File: config.mk
export PLATFORM = sky130hd
export DESIGN_NAME = rle_ascii_count_encoder_unit
export DESIGN_NICKNAME = d
export VERILOG_FILES = /design/src/rle_pkg.sv /design/src/rle_front.sv /design/src/rle_q.sv /design/src/rle_back.sv /design/src/rle_ascii_count_encoder_unit.sv
export SDC_FILE = /design/constraint.sdc
export NUM_CORES = 1
export LEC_CHECK = 0
export BUFFER_PORTS_ARGS = -buffer_cell sky130_fd_sc_hd__buf_4
export CORE_ASPECT_RATIO = 2
export CORE_MARGIN = 2
export CORE_UTILIZATION = 45
export CTS_CLUSTER_DIAMETER = 120
export CTS_CLUSTER_SIZE = 28
export DETAILED_ROUTE_END_ITERATION = 10
export PLACE_DENSITY_LB_ADDON = 0.25
export SLEW_MARGIN = 25
export SYNTH_ARGS = -nofsm -noshare
export SYNTH_HDL_FRONTEND = slang
export SYNTH_HIERARCHICAL = 1
export SYNTH_SLANG_ARGS = --single-unit
export TNS_END_PERCENT = 30
File: constraint.sdc
create_clock -name clk -period 30.6 [get_ports clk]
set_input_delay 4.59 -clock clk [delete_from_list [all_inputs] [get_ports clk]]
set_output_delay 4.59 -clock clk [all_outputs]
set_load 0.05 [all_outputs]
File: src/rle_pkg.sv
// Shared types, constants and helper functions for the run-length encoder.
package rle_pkg;

  // Decimal digit count of a positive value
  function automatic int dec_digits(input int v);
    int n;
    n = 1;
    while (v >= 10) begin
      v = v / 10;
      n++;
    end
    return n;
  endfunction

  // Run length limit and the counter width it needs
  localparam int MAX_RUN = 65535;
  localparam int RUN_W   = $clog2(MAX_RUN + 1);
  // Decimal digits of MAX_RUN; digit position index width
  localparam int DIGITS  = dec_digits(MAX_RUN);
  localparam int POS_W   = (DIGITS > 1) ? $clog2(DIGITS) : 1;
  // Compare width: must hold 9 * 10^(DIGITS-1), which is below 16 * 2^RUN_W
  localparam int CMP_W   = RUN_W + 4;

  // Command queue depth
  localparam int Q_DEPTH = 4;
  localparam int Q_AW    = $clog2(Q_DEPTH);
  localparam int Q_CW    = $clog2(Q_DEPTH + 1);

  localparam logic [7:0] ASCII_ZERO = 8'h30;

  typedef struct packed {
    logic [7:0] in_byte;
    logic       end_of_text;
  } rle_in_t;

  typedef struct packed {
    logic [7:0] out_byte;
    logic       is_digit;
    logic       last_of_item;
  } rle_out_t;

  // One input item's work: up to two closed runs (the old run, then the new one)
  typedef struct packed {
    logic             has_old;
    logic [7:0]       old_byte;
    logic [RUN_W-1:0] old_cnt;
    logic             has_new;
    logic [7:0]       new_byte;
    logic [RUN_W-1:0] new_cnt;
  } rle_cmd_t;

  typedef enum logic [1:0] {
    BK_IDLE,
    BK_BYTE,
    BK_DIGIT
  } bk_state_t;

  function automatic logic [CMP_W-1:0] pow10(input logic [POS_W-1:0] p);
    logic [CMP_W-1:0] v;
    v = CMP_W'(1);
    for (int i = 1; i < DIGITS; i++) begin
      if (p >= POS_W'(i)) begin
        v = CMP_W'(v * CMP_W'(10));
      end
    end
    return v;
  endfunction

endpackage

File: src/rle_front.sv
// Front end: takes bytes, tracks the open run, issues close commands.
module rle_front
  import rle_pkg::*;
(
  input  logic     clk,
  input  logic     rst_n,
  input  logic     in_valid,
  output logic     in_ready,
  input  rle_in_t  in_data,
  input  logic     q_full,
  output logic     push,
  output rle_cmd_t cmd
);

  logic [7:0]       run_byte_r, run_byte_nxt;
  logic [RUN_W-1:0] run_len_r,  run_len_nxt;
  logic             run_open_r, run_open_nxt;

  logic             accept;
  logic             same;
  logic [RUN_W-1:0] new_len;
  logic             close_old;
  logic             close_new;

  assign in_ready = !q_full;
  assign accept   = in_valid && in_ready;

  always_comb begin
    same      = run_open_r && (in_data.in_byte == run_byte_r);
    new_len   = same ? RUN_W'(run_len_r + RUN_W'(1)) : RUN_W'(1);
    close_old = run_open_r && !same;
    close_new = (new_len >= RUN_W'(MAX_RUN)) || in_data.end_of_text;

    cmd.has_old  = close_old;
    cmd.old_byte = run_byte_r;
    cmd.old_cnt  = run_len_r;
    cmd.has_new  = close_new;
    cmd.new_byte = in_data.in_byte;
    cmd.new_cnt  = new_len;

    push = accept && (close_old || close_new);

    run_byte_nxt = run_byte_r;
    run_len_nxt  = run_len_r;
    run_open_nxt = run_open_r;
    if (accept) begin
      run_byte_nxt = in_data.in_byte;
      if (close_new) begin
        run_len_nxt  = '0;
        run_open_nxt = 1'b0;
      end else begin
        run_len_nxt  = new_len;
        run_open_nxt = 1'b1;
      end
    end
  end

  always_ff @(posedge clk) begin
    if (!rst_n) begin
      run_byte_r <= '0;
      run_len_r  <= '0;
      run_open_r <= 1'b0;
    end else begin
      run_byte_r <= run_byte_nxt;
      run_len_r  <= run_len_nxt;
      run_open_r <= run_open_nxt;
    end
  end

endmodule

File: src/rle_q.sv
// Small command queue between the front end and the digit emitter.
module rle_q
  import rle_pkg::*;
(
  input  logic     clk,
  input  logic     rst_n,
  input  logic     push,
  input  rle_cmd_t din,
  output logic     full,
  input  logic     pop,
  output rle_cmd_t dout,
  output logic     empty
);

  rle_cmd_t        mem_r [Q_DEPTH];
  logic [Q_AW-1:0] wptr_r, wptr_nxt;
  logic [Q_AW-1:0] rptr_r, rptr_nxt;
  logic [Q_CW-1:0] cnt_r,  cnt_nxt;

  assign full  = (cnt_r == Q_CW'(Q_DEPTH));
  assign empty = (cnt_r == '0);
  assign dout  = mem_r[rptr_r];

  always_comb begin
    wptr_nxt = push ? Q_AW'(wptr_r + Q_AW'(1)) : wptr_r;
    rptr_nxt = pop  ? Q_AW'(rptr_r + Q_AW'(1)) : rptr_r;
    cnt_nxt  = cnt_r;
    if (push && !pop) begin
      cnt_nxt = Q_CW'(cnt_r + Q_CW'(1));
    end else if (pop && !push) begin
      cnt_nxt = Q_CW'(cnt_r - Q_CW'(1));
    end
  end

  always_ff @(posedge clk) begin
    if (push) begin
      mem_r[wptr_r] <= din;
    end
  end

  always_ff @(posedge clk) begin
    if (!rst_n) begin
      wptr_r <= '0;
      rptr_r <= '0;
      cnt_r  <= '0;
    end else begin
      wptr_r <= wptr_nxt;
      rptr_r <= rptr_nxt;
      cnt_r  <= cnt_nxt;
    end
  end

  a_no_overflow: assert property (@(posedge clk) disable iff (!rst_n)
    !(push && full))
    else $error("queue push while full");

  a_no_underflow: assert property (@(posedge clk) disable iff (!rst_n)
    !(pop && empty))
    else $error("queue pop while empty");

  a_cnt_range: assert property (@(posedge clk) disable iff (!rst_n)
    cnt_r <= Q_CW'(Q_DEPTH))
    else $error("queue count out of range");

  a_ptr_track: assert property (@(posedge clk) disable iff (!rst_n)
    (cnt_r == '0) |-> (wptr_r == rptr_r))
    else $error("queue pointers disagree with empty count");

endmodule

File: src/rle_back.sv
// Back end: expands run commands into a run byte and its decimal digits.
module rle_back
  import rle_pkg::*;
(
  input  logic     clk,
  input  logic     rst_n,
  input  rle_cmd_t head,
  input  logic     q_empty,
  output logic     pop,
  output logic     out_valid,
  input  logic     out_ready,
  output rle_out_t out_data
);

  bk_state_t        st_r, st_nxt;
  logic [7:0]       byte_r, byte_nxt;
  logic [RUN_W-1:0] rem_r, rem_nxt;
  logic [POS_W-1:0] pos_r, pos_nxt;
  logic             last_r, last_nxt;
  logic             pend_vld_r, pend_vld_nxt;
  logic [7:0]       pend_byte_r, pend_byte_nxt;
  logic [RUN_W-1:0] pend_cnt_r, pend_cnt_nxt;
  logic             out_valid_r, out_valid_nxt;
  rle_out_t         out_data_r, out_data_nxt;

  logic             adv;
  logic             want_load;
  logic [POS_W-1:0] top_pos;
  logic [3:0]       digit;
  logic [CMP_W-1:0] sub_v;
  logic [CMP_W-1:0] pw;
  logic [CMP_W-1:0] thr;

  assign out_valid = out_valid_r;
  assign out_data  = out_data_r;
  assign adv       = !out_valid_r || out_ready;

  // Leading digit position and current digit by parallel compares
  always_comb begin
    top_pos = '0;
    for (int i = 1; i < DIGITS; i++) begin
      if (CMP_W'(rem_r) >= pow10(POS_W'(i))) begin
        top_pos = POS_W'(i);
      end
    end
    pw    = pow10(pos_r);
    digit = '0;
    sub_v = '0;
    for (int k = 1; k < 10; k++) begin
      thr = CMP_W'(pw * CMP_W'(k));
      if (CMP_W'(rem_r) >= thr) begin
        digit = 4'(k);
        sub_v = thr;
      end
    end
  end

  always_comb begin
    st_nxt        = st_r;
    byte_nxt      = byte_r;
    rem_nxt       = rem_r;
    pos_nxt       = pos_r;
    last_nxt      = last_r;
    pend_vld_nxt  = pend_vld_r;
    pend_byte_nxt = pend_byte_r;
    pend_cnt_nxt  = pend_cnt_r;
    out_valid_nxt = adv ? 1'b0 : out_valid_r;
    out_data_nxt  = out_data_r;
    want_load     = 1'b0;
    pop           = 1'b0;

    unique case (st_r)
      BK_IDLE: begin
        want_load = 1'b1;
      end
      BK_BYTE: begin
        if (adv) begin
          out_valid_nxt             = 1'b1;
          out_data_nxt.out_byte     = byte_r;
          out_data_nxt.is_digit     = 1'b0;
          out_data_nxt.last_of_item = 1'b0;
          pos_nxt                   = top_pos;
          st_nxt                    = BK_DIGIT;
        end
      end
      BK_DIGIT: begin
        if (adv) begin
          out_valid_nxt             = 1'b1;
          out_data_nxt.out_byte     = 8'(ASCII_ZERO + {4'b0, digit});
          out_data_nxt.is_digit     = 1'b1;
          out_data_nxt.last_of_item = last_r && (pos_r == '0);
          rem_nxt                   = RUN_W'(rem_r - sub_v[RUN_W-1:0]);
          pos_nxt                   = POS_W'(pos_r - POS_W'(1));
          if (pos_r == '0) begin
            want_load = 1'b1;
          end
        end
      end
      default: begin
        st_nxt = BK_IDLE;
      end
    endcase

    // Next run: pending second run first, else the queue head
    if (want_load) begin
      st_nxt = BK_IDLE;
      if (pend_vld_r) begin
        st_nxt       = BK_BYTE;
        byte_nxt     = pend_byte_r;
        rem_nxt      = pend_cnt_r;
        last_nxt     = 1'b1;
        pend_vld_nxt = 1'b0;
      end else if (!q_empty) begin
        pop    = 1'b1;
        st_nxt = BK_BYTE;
        if (head.has_old) begin
          byte_nxt      = head.old_byte;
          rem_nxt       = head.old_cnt;
          last_nxt      = !head.has_new;
          pend_vld_nxt  = head.has_new;
          pend_byte_nxt = head.new_byte;
          pend_cnt_nxt  = head.new_cnt;
        end else begin
          byte_nxt = head.new_byte;
          rem_nxt  = head.new_cnt;
          last_nxt = 1'b1;
        end
      end
    end
  end

  always_ff @(posedge clk) begin
    if (!rst_n) begin
      st_r        <= BK_IDLE;
      pend_vld_r  <= 1'b0;
      out_valid_r <= 1'b0;
    end else begin
      st_r        <= st_nxt;
      pend_vld_r  <= pend_vld_nxt;
      out_valid_r <= out_valid_nxt;
    end
  end

  always_ff @(posedge clk) begin
    byte_r      <= byte_nxt;
    rem_r       <= rem_nxt;
    pos_r       <= pos_nxt;
    last_r      <= last_nxt;
    pend_byte_r <= pend_byte_nxt;
    pend_cnt_r  <= pend_cnt_nxt;
    out_data_r  <= out_data_nxt;
  end

  a_digit_ascii: assert property (@(posedge clk) disable iff (!rst_n)
    (out_valid_r && out_data_r.is_digit) |->
      (out_data_r.out_byte >= ASCII_ZERO && out_data_r.out_byte <= 8'h39))
    else $error("digit result outside 0..9");

  a_pend_idle: assert property (@(posedge clk) disable iff (!rst_n)
    pend_vld_r |-> (st_r != BK_IDLE))
    else $error("pending run while emitter idle");

endmodule

File: src/rle_ascii_count_encoder_unit.sv
// Top level of the run-length encoder with decimal run counts.
//
// Input channel (in_valid/in_ready/in_data): one text byte per item, with
// end_of_text set on the final byte. The front end tracks the open run and
// can take one item every cycle while the command queue has room.
// Output channel (out_valid/out_ready/out_data): one result per cycle while
// out_ready is high, the run byte followed by its count in ASCII decimal,
// most significant digit first. last_of_item marks an item's final result.
//
// Path: with the emitter idle, a run closed by an item passes the command
// queue, the emitter's BK_BYTE state and the output register before its byte
// shows on out_data, then one digit per cycle while out_ready is high; runs
// still waiting ahead of it go out first. Rates: input one item per cycle
// while the queue has room. A run of count n emits its byte and one digit per
// decimal digit of n, so sustained input rate is set by the emitter: a 4-entry
// command queue absorbs the digit bursts and in_ready drops when it is full.
// Reset (synchronous, rst_n low): no run open, queue empty, out_valid low.
// Stall: with out_ready low the output register holds its item; the
// emitter and then the queue fill, after which in_ready goes low.
module rle_ascii_count_encoder_unit
  import rle_pkg::*;
(
  input  logic     clk,
  input  logic     rst_n,
  input  logic     in_valid,
  output logic     in_ready,
  input  rle_in_t  in_data,
  output logic     out_valid,
  input  logic     out_ready,
  output rle_out_t out_data
);

  logic     q_full;
  logic     q_empty;
  logic     push;
  logic     pop;
  rle_cmd_t push_cmd;
  rle_cmd_t head_cmd;

  // Run tracking: one command per item that closes a run
  rle_front u_front (
    .clk      (clk),
    .rst_n    (rst_n),
    .in_valid (in_valid),
    .in_ready (in_ready),
    .in_data  (in_data),
    .q_full   (q_full),
    .push     (push),
    .cmd      (push_cmd)
  );

  // Decouples byte intake from the digit bursts
  rle_q u_q (
    .clk   (clk),
    .rst_n (rst_n),
    .push  (push),
    .din   (push_cmd),
    .full  (q_full),
    .pop   (pop),
    .dout  (head_cmd),
    .empty (q_empty)
  );

  // Emits run byte and count digits through a registered output
  rle_back u_back (
    .clk       (clk),
    .rst_n     (rst_n),
    .head      (head_cmd),
    .q_empty   (q_empty),
    .pop       (pop),
    .out_valid (out_valid),
    .out_ready (out_ready),
    .out_data  (out_data)
  );

endmodule
==> results of run 1 <==
-- critical path, delay by kind of cell (launching register included) --
family	cells	cell delay [ns]
adders and majority gates	7	2.25
and+or+nand+nor	9	2.81
DFF	1	0.37
AOI/OAI and AO/OA	30	5.59
buffers and inverters	3	1.03
xor gates and xnor gates	1	0.28
-- cells in the mapped netlist, types with 37 or more instances --
library cell	n	area (um^2)
a21oi_1	125	626
ha_1	221	2770
o21ai_0	121	606
inv_1	113	424
dfxtp_1	54	1080
nor2_1	114	428
nor3_1	41	205
mux4_2	50	1130
edfxtp_1	246	7390
xnor2_1	53	464
nand2_1	120	450
a21o_1	42	315
mux2i_1	37	370
-- per-stage QoR --
stage	cells	util (%)
floorplan	1948	-
global placement	2549	46.9
detailed placement	2549	46.9
CTS	2573	47.8
global route	2573	47.8
finish	2573	47.8
-- routing by layer --
layer / wire length [um] / vias to the layer above / part of all wire [%]
met3: 3620 / 107 / 6.5
met2: 25500 / 579 / 46
met1: 24800 / 7470 / 44
met5: 0 / - / 0
met4: 2060 / 0 / 3.7
li1: - / 7306 / -
-- cell type report --
type / count / area, um^2
Inverter: 116 / 435
Timing Repair Buffer: 60 / 450
Clock inverter: 1 / 8.76
Multi-Input combinational cell: 1446 / 11600
Sequential cell: 300 / 8470
Tap cell: 627 / 785
Fill cell: 4221 / 24200
Clock buffer: 23 / 405
-- worst max path at each step --
stage,start,end,cells after the start
2_1_floorplan,u_back/pos_r[2],u_back/rem_r[13],54
3_3_place_gp,u_back/pos_r[2],u_back/rem_r[13],50
3_5_place_dp,u_back/pos_r[2],u_back/rem_r[13],50
4_1_cts,u_back/pos_r[2],u_back/rem_r[13],50
5_1_grt,u_back/pos_r[2],u_back/rem_r[13],50
6_report,u_back/pos_r[2],u_back/rem_r[13],50
-- logic make-up after synthesis --
group                    synth area share [%]
flip-flops                               40.3
AO/OA/AOI/OAI                            16.3
buffers and inverters                    4.54
AND/OR/NAND/NOR                          12.4
multiplexers                             7.73
XOR/XNOR                                 3.66
adder cells (fa/ha/maj)                  15.0
-- sequential cells by signal (all words and copies together) (netlist names), 8 cells and up, named ones only --
register	count
u_back/byte_r	8
u_back/out_data	10
u_back/pend_byte_r	8
u_back/pend_cnt_r	16
u_back/rem_r	16
u_front/run_byte_r	8
u_front/run_len_r	16
u_q/mem_r	200
==> key figures, run 1 <==
Detailed routing
  • Post-route DRC: 0
  • Vias per cell: 6.01
  • ANT nets after route: 0
  • WL final: 56,000 um
  • Via count: 15,500
  • Wirelength per Cell: 21.8 um
  • Initial drt markers: 1,299
  • Drt pass-1 iters: 7

Logic synthesis
  • Mean post-synth cell area: 10.8 um^2
  • Top FF cell, synth: edfxtp_1
  • Mapped Cells: 1,948
  • Seq/Total Area, Yosys: 40.3%
  • Seq cells post-synth: 300
  • Netlist cell types: 110
  • Mapped cell area: 21,000 um^2
  • Synth async-reset ratio: 0%
  • Syn nets: 2,199
  • Post-synth EDFFs: 246
  • Syn. warnings: 6

Worst setup path
  • Crit path arrival time: 12.88 ns
  • R2R Path End: u_back/rem_r[13]
  • Critical-path maximum fanout: 33
  • Crit-path max cell delay: 0.70 ns
  • R2R setup slack: 18.12 ns
  • Worst flop-to-flop path startpoint: u_back/pos_r[2]
  • CP Capture Type: flop
  • CP startpoint kind: flop
  • Req. time, crit path: 31.01 ns
  • Worst Path Class, Setup: flop to flop
  • CP max stage cell: nor2b_1
  • R2R depth: 50
  • CP dominant cell by count: o21ai_0

Clock tree
  • Skew-Pair Late Insertion Delay: 0.50 ns
  • Hold_buf cts: 0
  • CTS Buf Count: 14
  • Clk root buf: clkbuf_16
  • Post_cts resized: 0
  • CTS H-tree depth: 1
  • CTS tree: yes
  • Clock sink count: 300
  • Setup repair bufs after CTS: 0
  • Worst-case clock buffer depth: 3
  • Clock slew at reported path FFs: 0.11 ns

Final layout
  • Area Overhead vs Synth: 5.55%
  • Fin area: 22,200 um^2
  • Most frequent cells in the layout: 246 x edfxtp_1, 221 x ha_1, 123 x a21oi_1
  • Share of cells above drive strength 1: 10.5%
  • Final #Nets: 2,189
  • Inserted Diodes: 0
  • Most common cell after layout, fill and taps aside: edfxtp_1

GRT
  • Grt peak-use layer: met2
  • Met3 Use GR: 2.12%
  • Vias in the first global route: 14,900
  • Pin count of the biggest net entering global routing: 51
  • GR Util met1: 33.9%
  • Total GRT Usage: 23.3%
  • First-pass GRT wire length: 87,500 um
  • M2 GR Usage: 36.6%
  • Initial antenna violation count: 0
  • Gr ovfl total: 0

Timing
  • Hold WS: 0.480 ns
  • Skew final: 0.0166 ns
  • Tmin final: 12.48 ns
  • Tcrit/Tclk final: 40.8%
  • Worst-margin pin slew: 1.13 ns
  • RSZ-0062 raised after global routing: false
  • Achievable Freq: 80.1 MHz
  • Final setup violation count: 0
  • Final Hold Fails: 0
  • Setup ws final: 18.12 ns
  • Slew HR: 23.9%
  • Fin. max-slew vios: 0
  • Fin Setup TNS: 0 ns

Worst hold path
  • Min-Delay Path Class: flop to flop
  • Min-delay src: u_back/pend_cnt_r[10]
  • Hold Path Stages: 2
  • Hold EP: u_back/rem_r[10]

Place
  • PortBufs: 24
  • Hpwl dp: 40,300 um
  • Placement Setup Slack: 18.28 ns
  • Post-DP Area: 21,800 um^2
  • Final GP Congestion: 0.985

Floorplan
  • Die Span Y: 310 um
  • Die Width: 157 um
  • Core Area: 46,400 um^2
  • Die area: 48,500 um^2
  • I/O pin count: 25
  • Initial Util: 45.3%
  • Rows: 112

Status
  • Status: finished, final reports clean

Run
  • Max-cap viol count: 0
Power of run 1 is left out: the tool's default activity adds up to more than one toggle a clock period on the data nets, which glitch-free logic cannot reach.
==> run 2, diff against run 1 <==
Clock period 30.6 ns to 10.4 ns, I/O delays scaled along.
==> key figures, run 2 (synthesis results as in run 1) <==
Final layout
  • Post-Layout Cell Count: 2,666 (+3.6%)
  • Filler cells: 4,215 (-0.14%)
  • Most flop-heavy register: u_q/mem_r
  • Inserted Diodes: 0 (unchanged)
  • Final #Nets: 2,282 (+4.2%)
  • Multi-input gate area: 11,800 um^2 (+1.6%)
  • Most frequent cells in the layout: 246 x edfxtp_1, 219 x ha_1, 148 x buf_4
  • Post-Route Utilization: 49.7% (+1.9 points)
  • Area Overhead vs Synth: 9.82%
  • Most common cell after layout, fill and taps aside: edfxtp_1
  • Share of cells above drive strength 1: 16.5% (+6.0 points)
  • Register cell area after layout: 8470 um^2 (unchanged)
  • Max FFs per register: 200 (unchanged)

Timing
  • Final setup violation count: 0 (unchanged)
  • Skew final: 0.0405 ns (+0.0239 ns)
  • Setup ws final: 0.562 ns (-17.56 ns)
  • Tmin final: 9.84 ns (-2.64 ns)
  • Worst-margin pin slew: 0.964 ns (-0.171 ns)
  • Final Hold Fails: 0 (unchanged)
  • Achievable Freq: 102 MHz (+27%)
  • Hold WS: 0.498 ns (+0.0173 ns)
  • Slew HR: 35.8% (+12 points)
  • Tcrit/Tclk final: 94.6% (+54 points)
  • Fin. max-slew vios: 0 (unchanged)

GRT
  • Vias in the first global route: 15,200 (+2.5%)
  • Total GRT Usage: 23.6% (+0.30 points)
  • Gr ovfl total: 0 (unchanged)
  • Pin count of the biggest net entering global routing: 51 (unchanged)
  • Initial antenna violation count: 1 (+1)
  • First-pass GRT wire length: 88,200 um (+0.80%)

Clock tree
  • Hold_buf cts: 0 (unchanged)
  • Clk root buf: clkbuf_16
  • Clock sink count: 300 (unchanged)
  • Clock slew at reported path FFs: 0.11 ns (about the same)
  • CTS tree: yes
  • CTS Buf Count: 14 (unchanged)
  • Skew-Pair Late Insertion Delay: 0.52 ns (+0.02 ns)
  • Worst-case clock buffer depth: 3 (unchanged)
  • CTS H-tree depth: 1 (unchanged)

Worst setup path
  • Crit-path max cell delay: 0.47 ns (-0.23 ns)
  • CP max stage cell: edfxtp_1
  • Worst Path Class, Setup: flop to flop
  • CP Capture Type: flop
  • Critical-path maximum fanout: 6 (-82%)
  • Req. time, crit path: 10.75 ns (-20.26 ns)
  • Crit path arrival time: 10.19 ns (-2.69 ns)
  • R2R Path End: u_back/rem_r[14]
  • CP startpoint kind: flop
  • Worst flop-to-flop path startpoint: u_back/pos_r[0]
  • R2R depth: 54 (+8.0%)
  • R2R setup slack: 0.56 ns (-17.56 ns)

Detailed routing
  • Drt pass-1 iters: 5 (-2)
  • Initial drt markers: 1,193 (-8.2%)
  • WL final: 57,000 um (+1.7%)
  • Vias per cell: 5.91 (-1.6%)
  • Via count: 15,800 (+2.0%)
  • ANT nets after route: 0 (unchanged)
  • Post-route DRC: 0 (unchanged)
  • Wirelength per Cell: 21.4 um (-1.8%)

Floorplan
  • Core Area: 46,400 um^2 (unchanged)
  • Die Span Y: 310 um (unchanged)
  • Initial Util: 45.3% (unchanged)
  • Die Width: 157 um (unchanged)
  • Die area: 48,500 um^2 (unchanged)
  • I/O pin count: 25 (unchanged)
  • Rows: 112 (unchanged)

Place
  • Placement Setup Slack: -0.0952 ns (-18.37 ns)
  • PortBufs: 24 (unchanged)
  • Placed cells: 2,633 (+3.3%)
  • Final GP Congestion: 0.952 (-3.4%)
  • Hpwl dp: 41,200 um (+2.4%)

Worst hold path
  • Hold Path Stages: 2 (unchanged)
  • Min-delay src: u_back/pend_cnt_r[6]
  • Min-Delay Path Class: flop to flop
  • Hold EP: u_back/rem_r[6]

Status
  • Status: finished, final reports clean

Run
  • Max-cap viol count: 0 (unchanged)
[run 2: changes by cell type in the layout (fill, tap and decap cells not counted), sizes merged]
cell and delta:
buf +93, clkinvlp +2, clkbuf -2, clkinv +2, inv -2
[run 2: what timing repair did]
action                                  CTS  global route
endpoints found under the setup margin    5             9
pin swaps                                 0            21
gates resized for setup                   5            62
setup buffers                             0             9
[run 2: how the worst max path moves through the flow]
stage                                from                to  slack (ns)  depth (start not counted)
final                     u_back/pos_r[0]  u_back/rem_r[14]        0.56                         54
after global routing      u_back/pos_r[0]  u_back/rem_r[14]       -0.04                         54
after CTS                 u_back/pos_r[0]  u_back/rem_r[12]        0.02                         47
after detailed placement  u_back/pos_r[0]  u_back/rem_r[12]        -0.1                         50
after global placement    u_back/pos_r[0]  u_back/rem_r[12]        0.10                         45
after floorplan           u_back/pos_r[2]  u_back/rem_r[14]      -0.005                         50
[run 2: stage by stage]
step / setup TNS (ns) / area, um^2
after global routing: -0.0711 / 23100
after detailed placement: -0.207 / 22400
final: 0 / 23100
after global placement: 0 / 22400
after CTS: 0 / 22800
after floorplan: -0.00518 / 21000
[run 2: metal layers]
metal	track usage, %	wire, um
met4	6.51	1730
met5	0	0
met3	1.79	2940
met1	33.7	25300
met2	38.6	27000
[run 2: area by class of cell]
cell class	count	share of cell area [%]
inverter	116	1.90
sequential	300	36.7
clock inverter	3	0.125
tap	627	3.40
clock buffer	21	1.63
timing repair buffer	153	5.06
multi-input combinational	1446	51.1
[run 2: critical path, delay by kind of cell (launching register included)]
kind            cells  cell delay, ns
compound gates     27            3.94
fa+ha+maj          10            2.74
xor+xnor            3            0.61
simple gates        9            1.50
flops               1            0.47
buf+inv             5            0.41
Power of run 2 is left out for the same reason.
